<file path="config.mk">
export PLATFORM = sky130hd
export DESIGN_NAME = json_string_unescape_utf8_core
export DESIGN_NICKNAME = d
export VERILOG_FILES = /design/src/design/jsu_pkg.sv /design/src/design/json_string_unescape_utf8_core.sv
export SDC_FILE = /design/constraint.sdc
export NUM_CORES = 1
export LEC_CHECK = 0
export ABC_CLOCK_PERIOD_IN_PS = 4400
export BUFFER_PORTS_ARGS = -buffer_cell sky130_fd_sc_hd__buf_2
export CORE_MARGIN = 10
export CORE_UTILIZATION = 48
export CTS_CLUSTER_SIZE = 12
export DETAILED_ROUTE_END_ITERATION = 6
export GPL_ROUTABILITY_DRIVEN = 0
export PLACE_DENSITY = 0.63
export SLEW_MARGIN = 30
export SYNTH_ARGS = -nofsm -noshare
export SYNTH_HDL_FRONTEND = slang
export SYNTH_SLANG_ARGS = --single-unit
</file>
<file path="constraint.sdc">
create_clock -name clk -period 4.4 [get_ports clk]
set_input_delay 0.44 -clock clk [delete_from_list [all_inputs] [get_ports clk]]
set_output_delay 0.44 -clock clk [all_outputs]
set_load 0.01 [all_outputs]
</file>
<file path="src/design/jsu_pkg.sv">
// Shared types and constants for the JSON string unescaper.
package jsu_pkg;

  localparam logic [2:0] PH_PLAIN   = 3'd0;
  localparam logic [2:0] PH_ESC     = 3'd1;
  localparam logic [2:0] PH_HEX_HI  = 3'd2;
  localparam logic [2:0] PH_WANT_BS = 3'd3;
  localparam logic [2:0] PH_WANT_U  = 3'd4;
  localparam logic [2:0] PH_HEX_LO  = 3'd5;

  localparam logic [2:0] ERR_NONE      = 3'd0;
  localparam logic [2:0] ERR_ESCAPE    = 3'd1;
  localparam logic [2:0] ERR_HEX       = 3'd2;
  localparam logic [2:0] ERR_SURROGATE = 3'd3;
  localparam logic [2:0] ERR_NUL       = 3'd4;

  localparam logic [7:0] CH_QUOTE = 8'h22;
  localparam logic [7:0] CH_SLASH = 8'h2F;
  localparam logic [7:0] CH_BSL   = 8'h5C;
  localparam logic [7:0] CH_ZERO  = 8'h30;
  localparam logic [7:0] CH_B     = 8'h62;
  localparam logic [7:0] CH_F     = 8'h66;
  localparam logic [7:0] CH_N     = 8'h6E;
  localparam logic [7:0] CH_R     = 8'h72;
  localparam logic [7:0] CH_T     = 8'h74;
  localparam logic [7:0] CH_U     = 8'h75;

  localparam logic [15:0] SURR_HI_BASE = 16'hD800;
  localparam logic [15:0] SURR_LO_BASE = 16'hDC00;
  localparam logic [15:0] SURR_LO_TOP  = 16'hDFFF;

  typedef logic [7:0] byte_t;

  typedef struct packed {
    logic [2:0] count;
    byte_t [3:0] bytes;
    logic       byte_valid;
    logic       end_of_string;
    logic [2:0] error_code;
  } result_t;

endpackage

</file>
<file path="src/design/json_string_unescape_utf8_core.sv">
// JSON string body unescaper that turns escapes into UTF-8 bytes.
//
// Bytes of a JSON string body, starting after the opening quote, enter on the
// input channel (in_valid, in_stall, in_byte), one item per cycle. Each input
// item yields zero to four result items on the output channel (out_valid,
// out_stall and the result fields); last marks the final result of an input.
// The state update is done in the cycle an item is accepted and its results
// are loaded into a four-entry result register, so the first result shows in
// the next cycle. Results leave one per cycle while out_stall is low; the input
// is stalled only while more than one result of the previous item is waiting,
// or while the final one is held by out_stall. Bytes that cause a single result
// stream at one item per cycle; a byte ending an escape with several UTF-8
// bytes holds the input until all but the last have left. A closing quote
// gives an end result and an error gives one error result; both return the
// parser to the plain phase. allow_nul is written through cfg_wr_en and
// cfg_wr_data by the user only while idle; the block does not enforce it.
// Synchronous reset clears parser state and allow_nul, drops pending results.
module json_string_unescape_utf8_core (
  input  logic       clk,
  input  logic       rst,
  input  logic       cfg_wr_en,
  input  logic       cfg_wr_data,
  input  logic       in_valid,
  output logic       in_stall,
  input  logic [7:0] in_byte,
  output logic       out_valid,
  input  logic       out_stall,
  output logic [7:0] out_byte,
  output logic       byte_valid,
  output logic       end_of_string,
  output logic [2:0] error_code,
  output logic       last
);

  logic       allow_nul;
  logic [2:0] phase;
  logic [1:0] digit_count;
  logic [15:0] code_accum;
  logic [9:0] high_half;

  logic [2:0] phase_next;
  logic [1:0] digit_count_next;
  logic [15:0] code_accum_next;
  logic [9:0] high_half_next;
  jsu_pkg::result_t step;

  jsu_pkg::byte_t [3:0] res_bytes;
  logic [2:0] res_count;
  logic       res_bv;
  logic       res_eos;
  logic [2:0] res_err;

  logic accept;
  logic take;

  assign out_valid     = (res_count != 3'd0);
  assign take          = out_valid && !out_stall;
  assign in_stall      = !((res_count == 3'd0) || ((res_count == 3'd1) && !out_stall));
  assign accept        = in_valid && !in_stall;
  assign out_byte      = res_bytes[0];
  assign byte_valid    = res_bv;
  assign end_of_string = res_eos;
  assign error_code    = res_err;
  assign last          = (res_count == 3'd1);

  always_comb begin
    logic       hex_ok;
    logic [3:0] hex_val;
    logic [15:0] acc;
    logic [20:0] cp;
    logic       emit;
    jsu_pkg::result_t r;

    hex_ok  = 1'b1;
    hex_val = 4'd0;
    if (in_byte >= 8'h30 && in_byte <= 8'h39) begin
      hex_val = 4'(in_byte - 8'h30);
    end else if (in_byte >= 8'h41 && in_byte <= 8'h46) begin
      hex_val = 4'(in_byte - 8'h37);
    end else if (in_byte >= 8'h61 && in_byte <= 8'h66) begin
      hex_val = 4'(in_byte - 8'h57);
    end else begin
      hex_ok = 1'b0;
    end
    acc  = {code_accum[11:0], hex_val};
    cp   = {5'd0, acc};
    emit = 1'b0;

    r                 = '0;
    phase_next        = phase;
    digit_count_next  = digit_count;
    code_accum_next   = code_accum;
    high_half_next    = high_half;

    case (phase)
      jsu_pkg::PH_ESC: begin
        phase_next = jsu_pkg::PH_PLAIN;
        r.count = 3'd1;
        r.byte_valid = 1'b1;
        case (in_byte)
          jsu_pkg::CH_QUOTE: r.bytes[0] = jsu_pkg::CH_QUOTE;
          jsu_pkg::CH_SLASH: r.bytes[0] = jsu_pkg::CH_SLASH;
          jsu_pkg::CH_BSL:   r.bytes[0] = jsu_pkg::CH_BSL;
          jsu_pkg::CH_B:     r.bytes[0] = 8'h08;
          jsu_pkg::CH_F:     r.bytes[0] = 8'h0C;
          jsu_pkg::CH_N:     r.bytes[0] = 8'h0A;
          jsu_pkg::CH_R:     r.bytes[0] = 8'h0D;
          jsu_pkg::CH_T:     r.bytes[0] = 8'h09;
          jsu_pkg::CH_ZERO: begin
            r.bytes[0] = 8'h00;
            if (!allow_nul) begin
              r.byte_valid = 1'b0;
              r.error_code = jsu_pkg::ERR_NUL;
            end
          end
          jsu_pkg::CH_U: begin
            r.count = 3'd0;
            r.byte_valid = 1'b0;
            phase_next = jsu_pkg::PH_HEX_HI;
            digit_count_next = 2'd0;
            code_accum_next = 16'd0;
          end
          default: begin
            r.byte_valid = 1'b0;
            r.error_code = jsu_pkg::ERR_ESCAPE;
          end
        endcase
      end
      jsu_pkg::PH_HEX_HI, jsu_pkg::PH_HEX_LO: begin
        if (!hex_ok) begin
          r.count = 3'd1;
          r.error_code = jsu_pkg::ERR_HEX;
        end else if (digit_count != 2'd3) begin
          code_accum_next = acc;
          digit_count_next = digit_count + 2'd1;
        end else if (phase == jsu_pkg::PH_HEX_HI) begin
          if (acc >= jsu_pkg::SURR_LO_BASE && acc <= jsu_pkg::SURR_LO_TOP) begin
            r.count = 3'd1;
            r.error_code = jsu_pkg::ERR_SURROGATE;
          end else if (acc >= jsu_pkg::SURR_HI_BASE && acc < jsu_pkg::SURR_LO_BASE) begin
            high_half_next = acc[9:0];
            code_accum_next = 16'd0;
            digit_count_next = 2'd0;
            phase_next = jsu_pkg::PH_WANT_BS;
          end else begin
            emit = 1'b1;
          end
        end else begin
          if (acc < jsu_pkg::SURR_LO_BASE || acc > jsu_pkg::SURR_LO_TOP) begin
            r.count = 3'd1;
            r.error_code = jsu_pkg::ERR_SURROGATE;
          end else begin
            cp = {5'({1'b0, high_half[9:6]} + 5'd1), high_half[5:0], acc[9:0]};
            emit = 1'b1;
          end
        end
      end
      jsu_pkg::PH_WANT_BS: begin
        if (in_byte != jsu_pkg::CH_BSL) begin
          r.count = 3'd1;
          r.error_code = jsu_pkg::ERR_SURROGATE;
        end else begin
          phase_next = jsu_pkg::PH_WANT_U;
        end
      end
      jsu_pkg::PH_WANT_U: begin
        if (in_byte != jsu_pkg::CH_U) begin
          r.count = 3'd1;
          r.error_code = jsu_pkg::ERR_SURROGATE;
        end else begin
          phase_next = jsu_pkg::PH_HEX_LO;
          digit_count_next = 2'd0;
          code_accum_next = 16'd0;
        end
      end
      default: begin
        phase_next = jsu_pkg::PH_PLAIN;
        if (in_byte == jsu_pkg::CH_BSL) begin
          phase_next = jsu_pkg::PH_ESC;
        end else if (in_byte == jsu_pkg::CH_QUOTE) begin
          r.count = 3'd1;
          r.end_of_string = 1'b1;
          digit_count_next = 2'd0;
          code_accum_next = 16'd0;
          high_half_next = 10'd0;
        end else if (in_byte == 8'h00 && !allow_nul) begin
          r.count = 3'd1;
          r.error_code = jsu_pkg::ERR_NUL;
        end else begin
          r.count = 3'd1;
          r.byte_valid = 1'b1;
          r.bytes[0] = in_byte;
        end
      end
    endcase

    if (emit) begin
      r.byte_valid = 1'b1;
      if (cp < 21'h80) begin
        r.count = 3'd1;
        r.bytes[0] = cp[7:0];
      end else if (cp < 21'h800) begin
        r.count = 3'd2;
        r.bytes[0] = {3'b110, cp[10:6]};
        r.bytes[1] = {2'b10, cp[5:0]};
      end else if (cp < 21'h10000) begin
        r.count = 3'd3;
        r.bytes[0] = {4'b1110, cp[15:12]};
        r.bytes[1] = {2'b10, cp[11:6]};
        r.bytes[2] = {2'b10, cp[5:0]};
      end else begin
        r.count = 3'd4;
        r.bytes[0] = {5'b11110, cp[20:18]};
        r.bytes[1] = {2'b10, cp[17:12]};
        r.bytes[2] = {2'b10, cp[11:6]};
        r.bytes[3] = {2'b10, cp[5:0]};
      end
    end

    if (emit || r.error_code != jsu_pkg::ERR_NONE) begin
      phase_next = jsu_pkg::PH_PLAIN;
      digit_count_next = 2'd0;
      code_accum_next = 16'd0;
      high_half_next = 10'd0;
    end
    step = r;
  end

  always_ff @(posedge clk) begin
    if (rst) begin
      allow_nul   <= 1'b0;
      phase       <= jsu_pkg::PH_PLAIN;
      digit_count <= 2'd0;
      code_accum  <= 16'd0;
      high_half   <= 10'd0;
      res_count   <= 3'd0;
    end else begin
      if (cfg_wr_en) begin
        allow_nul <= cfg_wr_data;
      end
      if (accept) begin
        phase       <= phase_next;
        digit_count <= digit_count_next;
        code_accum  <= code_accum_next;
        high_half   <= high_half_next;
      end
      if (accept && step.count != 3'd0) begin
        res_count <= step.count;
      end else if (take) begin
        res_count <= res_count - 3'd1;
      end
    end
  end

  always_ff @(posedge clk) begin
    if (accept && step.count != 3'd0) begin
      res_bytes <= step.bytes;
      res_bv    <= step.byte_valid;
      res_eos   <= step.end_of_string;
      res_err   <= step.error_code;
    end else if (take) begin
      res_bytes <= {8'h00, res_bytes[3:1]};
    end
  end

endmodule
</file>
==> results.toml, run 1 <==
[run_status]
status = "finished, final reports clean"

[synth]
netlist.area_leader.share_pct = 22.02
synth_fp_nets = 567
yosys-top-cells-area = "edfxtp_1 22%, dfxtp_1 13%, nand2_1 5.7%, mux2i_1 5.2%, nor2_1 4.1%"
yosys_most_used_dff = "edfxtp_1"
synth-seq-area-share_pct = 35.40
synthCells = 544
synth_edf_count = 34
ys_warn_count = 0
synth-seq-cells = 65
yosys.area.top_type = "edfxtp_1"
async_flop_share_pct = 0
ys_types = 85
syn_area_per_cell_um2 = 8.524
syn_area_um2 = 4637

[worst_setup_path]
path_cells = "buf_2 -> inv_1 -> ha_1 -> or3b_1 -> and3_1 -> o211ai_4 -> a21o_1 -> o2111ai_1 -> a221oi_1 -> o21ai_0"
arrival_ps = 3690
cp_slowest_cell = "a21o_1"
rrSetupSlack_ps = 910
max_stage_delay_ps = 570
ff2ff_path_depth = 7
worstPathRequired_ps = 4480
crit_path_max_fanout = 24
critical_path_class = "in -> reg"
r2r_end = "out_byte[5]"
critPathCaptureType = "register"
reg2reg_from = "phase[1]"
start_kind = "input port"

[min_path]
worstHoldPathCells = 3
min_path_type = "in -> reg"
min_from = "cfg_wr_data"
whs_endpoint = "allow_nul"

[floorplan]
rows = 35
core_area_um2 = 9328
die_w_um = 118.3
chipHeight_um = 118.3
ioPinCount = 30
start_util_pct = 49.71
die-area_um2 = 13990

[global_route]
grt_pass1_wl_um = 21150
overflow = 0
met2_usage_pct = 28.65
grt_use_met1_pct = 24.62
grtUsageMet3_pct = 3.332
first_global_vias = 3902
grt-busiest-layer = "met2"
antenna_found_initial = 0
grt_max_degree = 38
grtUsageTotal_pct = 18.13

[cells_and_area]
fin_cells = 682
layout-drive-gt1-share_pct = 15.37
antenna_cells = 0
fill_cells = 875
area_growth_pct = 7.259
fin_nets = 571
stdcell_area_um2 = 4974

[clocking]
clk_latency_ps = 350
numCtsBuffers = 9
cts_tree = "built"
postCtsHoldBufs = 0
root_buffer = "clkbuf_8"
cts_setup_buffers = 0
clockBufferDepth = 2
ctsHtreeMaxLevel = 3
clk_pin_slew_ps = 90
cts_resized = 0
cts_sinks = 65

[flow_run]
drv_cap = 0

[sta]
setup_viol = 0
worst_pin_slew_ps = 973.6
fmax_mhz = 277.1
slew_headroom_pct = 35.09
tns_ps = 0
post-route-min-period_ps = 3609
rsz0062_at_grt = "no"
slew_violations = 0
hold_viol = 0
skew_ps = 13.37
finalCritPeriodShare_pct = 82.03

[routing]
wl_per_cell_um = 19.14
routed-via-count = 4230
drt_wl_total_um = 13050
remaining_drc_errors = 0
viasPerCell = 6.202
drt_iter0_markers = 445
first_pass_iters = 5
ant_nets = 0

[placed_design]
dpl.cell_count = 666
placed_cell_area_um2 = 4780
dp_hpwl_um = 9531
port_buffers = 29

[power_and_ir_drop]
swShare_pct = 34.76
pwr-share-comb_pct = 30.7
p_leak_uw = 0.001812
power_density_nw_per_um2 = 423.5
peakVddDrop_mv = 0.2375
internal_power_uw = 1374
p_seq_share_pct = 44.6
p_switching_uw = 732.3
clkPwrFrac_pct = 24.7
## cell families after synthesis
kind of cell | after synthesis | synth area share [%]
multiplexers | 24 | 5.181
adder cells (fa/ha/maj) | 9 | 2.429
buffers and inverters | 63 | 6.557
XOR/XNOR | 3 | 0.5668
AND/OR/NAND/NOR | 240 | 26.93
AO/OA/AOI/OAI | 140 | 22.94
flip-flops | 65 | 35.40
## routing by layer
metal  vias to the layer above  part of all wire, %
met2                       203                   45
met1                      1998                   44
met3                        24                  8.8
met4                         0                  1.9
li1                       2005                    -
met5                         -                    0
## how the worst max path moves through the flow
| stage | from | end | slack [ps] | cells after the start |
|---|---|---|---|---|
| after CTS | in_byte[0] | out_byte[5] | 860 | 10 |
| after global routing | in_byte[0] | res_bytes[12] | 600 | 10 |
| after floorplan | in_byte[0] | out_byte[0] | 1150 | 8 |
| after detailed placement | in_byte[0] | out_byte[5] | 500 | 10 |
| after global placement | in_byte[0] | out_byte[5] | 630 | 10 |
| final | in_byte[0] | out_byte[5] | 790 | 10 |
## power by group through the flow
stage	registers (µW)	logic, µW	clock network (µW)
after detailed placement	953	650	0
after CTS	939	655	528
final	938	647	521
after floorplan	950	487	0
after global placement	953	643	0
after global routing	958	727	554
## Yosys cell counts (3+ instances only)
library cell / count
a31oi_1: 5
dfxtp_1: 31
nand3_1: 21
o22ai_1: 4
ha_1: 9
or3b_2: 4
nand2b_1: 21
clkbuf_1: 23
o211ai_1: 3
nor2_1: 51
o31ai_1: 9
a221oi_1: 6
nor3_1: 18
and3_1: 4
or3_1: 4
a32oi_1: 5
a211oi_1: 7
mux2i_1: 24
nor4_1: 6
a22oi_1: 3
buf_4: 12
a21oi_1: 27
inv_1: 16
edfxtp_1: 34
o2111ai_1: 3
and2_1: 8
nand4_1: 6
o21ai_0: 28
nand2_1: 71
a21o_1: 5
buf_2: 8
## state kept, by name, indices dropped and copies added, names as in the netlist
register	cells
phase	3
digit_count	2
allow_nul	1
high_half	10
byte_valid	1
out_byte	8
end_of_string	1
code_accum	12
error_code	3
res_count	3
res_bytes	21
## final cells by class
type | count | area (µm²) | area share [%]
Clock buffer | 10 | 127.6 | 2.566
Clock inverter | 6 | 66.31 | 1.333
Inverter | 18 | 72.57 | 1.459
Multi-Input combinational cell | 416 | 2691 | 54.11
Sequential cell | 65 | 1642 | 33.01
Tap cell | 129 | 161.4 | 3.245
Timing Repair Buffer | 38 | 212.7 | 4.277
## per-stage QoR
step	setup slack [ps]	util [%]	power [µW]	hold WS, ps
2_1_floorplan	1154	-	1438	451.8
3_3_place_gp	628.6	51.24	1596	476.1
3_5_place_dp	501.8	51.24	1603	488.4
4_1_cts	856.5	53.32	2122	314.8
5_1_grt	601.9	53.32	2239	334.1
6_report	790.7	53.32	2107	326.6
## cell usage in the layout, fill, tap and decap left out, types with 5 or more instances in the layout
master,netlist,final
clkbuf_8,0,9
and2_1,8,8
mux2i_1,24,24
nand2b_1,21,21
nor3_1,18,18
a21o_1,5,5
a221oi_1,6,6
ha_1,9,9
edfxtp_1,34,34
buf_2,8,29
a211oi_1,7,7
nor4_1,6,6
a32oi_1,5,5
o31ai_1,9,9
nand4_1,6,6
nand3_1,21,21
inv_1,16,16
nand2_1,71,71
dfxtp_1,31,31
o21ai_0,28,28
nor2_1,51,51
a21oi_1,27,27
a31oi_1,5,5
buf_4,12,9
## critical path: cells and delay by family
family,cells,cell delay [ps]
and+or+nand+nor,2,740
buffers and inverters,2,280
adders and majority gates,1,360
AOI/OAI and AO/OA,5,1850
(Power assumes the default switching activity.)
==> inputs of run 2 (changes only) <==
--- a/config.mk
+++ b/config.mk
@@ -5,7 +5,7 @@
 export SDC_FILE = /design/constraint.sdc
 export NUM_CORES = 1
 export LEC_CHECK = 0
-export ABC_CLOCK_PERIOD_IN_PS = 4400
+export ABC_CLOCK_PERIOD_IN_PS = 3600
 export BUFFER_PORTS_ARGS = -buffer_cell sky130_fd_sc_hd__buf_2
 export CORE_MARGIN = 10
 export CORE_UTILIZATION = 48
==> constraint.sdc (replaced) <==
create_clock -name clk -period 3.6 [get_ports clk]
set_input_delay 0.36 -clock clk [delete_from_list [all_inputs] [get_ports clk]]
set_output_delay 0.36 -clock clk [all_outputs]
set_load 0.01 [all_outputs]
==> results.toml, run 2 (synthesized netlist as in run 1, its figures left out) <==
[run_status]
status = "finished, final reports clean"

[cells_and_area]
fin_nets = 580
layout-drive-gt1-share_pct = 17.08
antenna_cells = 0
top_regs = "res_bytes x21, code_accum x12, high_half x10"
layout_commonest_cell = "nand2_1"
area_growth_pct = 9.012
final_cell_mix = "71 x nand2_1, 51 x nor2_1, 34 x edfxtp_1"
stdcell_area_um2 = 5055
largest_register_ffs = 21
regMostFlops = "res_bytes"

[routing]
drt_wl_total_um = 13500
dr.max_layer_used = "met4"
first_pass_iters = 5
met1Wirelength_um = 6083
viasPerCell = 6.278
routed-via-count = 4338
remaining_drc_errors = 0
drt_iter0_markers = 644
wl_per_cell_um = 19.53
wl_met2_um = 6101
ant_nets = 0
wl_met3_um = 1095

[clocking]
cts_setup_buffers = 0
root_buffer = "clkbuf_8"
postCtsHoldBufs = 0
numCtsBuffers = 9
cts_tree = "built"
clk_pin_slew_ps = 90
cts_sinks = 65
ctsHtreeMaxLevel = 3
clockBufferDepth = 2
cts_resized = 0
clk_latency_ps = 360

[sta]
setup_viol = 0
slew_headroom_pct = 37.74
rsz0062_at_grt = "no"
tns_ps = 0
hold_viol = 0
skew_ps = 14.78
post-route-min-period_ps = 3352
finalCritPeriodShare_pct = 93.11
slew_violations = 0
worst_pin_slew_ps = 933.9
fmax_mhz = 298.3

[worst_setup_path]
arrival_ps = 3450
start_kind = "register"
critical_path_class = "reg -> reg"
reg2reg_from = "phase[0]"
critPathCaptureType = "register"
path_cells = "or3b_2 -> nand3_1 -> a2111oi_2 -> nor2_1 -> o2111ai_1 -> a221oi_1 -> o21ai_0"
crit_path_max_fanout = 15
startpoint = "phase[0]"
cp_slowest_cell = "nor2_1"
max_stage_delay_ps = 680
worstPathRequired_ps = 3690

[floorplan]
ioPinCount = 30
rows = 35
core_area_um2 = 9328
die_w_um = 118.3
die-area_um2 = 13990
chipHeight_um = 118.3
start_util_pct = 49.71

[global_route]
antenna_found_initial = 0
first_global_vias = 3978
grtUsageTotal_pct = 18.73
overflow = 0
grt_pass1_wl_um = 21790
grt_max_degree = 38

[placed_design]
placed_cell_area_um2 = 4847
port_buffers = 29
dp_hpwl_um = 9822

[power_and_ir_drop]
peakVddDrop_mv = 0.2400
swShare_pct = 35.39
p_seq_share_pct = 43.6
p_switching_uw = 933.7
p_leak_uw = 0.001866
power_density_nw_per_um2 = 522.0
internal_power_uw = 1705
pwr-share-comb_pct = 31.1
clkPwrFrac_pct = 25.2

[flow_run]
drv_cap = 0

[min_path]
min_from = "cfg_wr_data"
min_path_type = "in -> reg"
[run 2: cell types whose count changed in the layout (fill, tap and decap cells not counted), sizes merged]
| cell | change |
|---|---|
| clkbuf | -1 |
| buf | +9 |
| inv | +1 |
| clkinvlp | -1 |
| clkinv | +1 |
[run 2: path summary, 6_finish.rpt]
check             slack (ps)  depth (start not counted)              to
setup / recovery         250                          7     out_byte[5]
hold / removal           260                          3       allow_nul
setup reg to reg         250                          7     out_byte[5]
hold reg to reg          500                          2  digit_count[1]
[run 2: power by group through the flow]
stage | logic (µW) | clock network [µW] | registers, µW
after floorplan | 596 | 0 | 1160
after global placement | 809 | 0 | 1170
after detailed placement | 820 | 0 | 1170
after CTS | 823 | 674 | 1150
after global routing | 912 | 711 | 1170
final | 821 | 666 | 1150
[run 2: through the flow]
stage / hold WS (ps) / instances / total power, µW / util [%] / worst slack (ps)
final: 264.6 / 691 / 2638 / 54.19 / 248.2
after global routing: 276.7 / 691 / 2796 / 54.19 / 116.0
after CTS: 254.6 / 691 / 2650 / 54.14 / 272.2
after detailed placement: 493.1 / 675 / 1990 / 51.97 / 20.97
after global placement: 465.5 / 675 / 1975 / 51.97 / 89.21
after floorplan: 451.8 / 544 / 1757 / - / 433.6
[run 2: cell type report]
type                    count  area (µm²)
multi-input cells         416        2696
fillers                   862        4273
well taps                 129       161.4
inverters                  18       72.57
clock inverters             7       78.83
repair buffers             47       280.3
flip-flops and latches     65        1642
clock buffers               9       123.9
[run 2: worst max-delay path, delay by kind of cell, from the launching register on]
kind | cells | cell delay [ps]
AO/OA/AOI/OAI | 4 | 1020
flip-flops | 1 | 450
AND/OR/NAND/NOR | 3 | 1630
[run 2: metal layers]
metal,vias to the layer above,global-route usage (%)
met5,-,0
met4,0,5.410
met3,20,3.522
met2,202,28.48
met1,2086,26.29
li1,2030,-
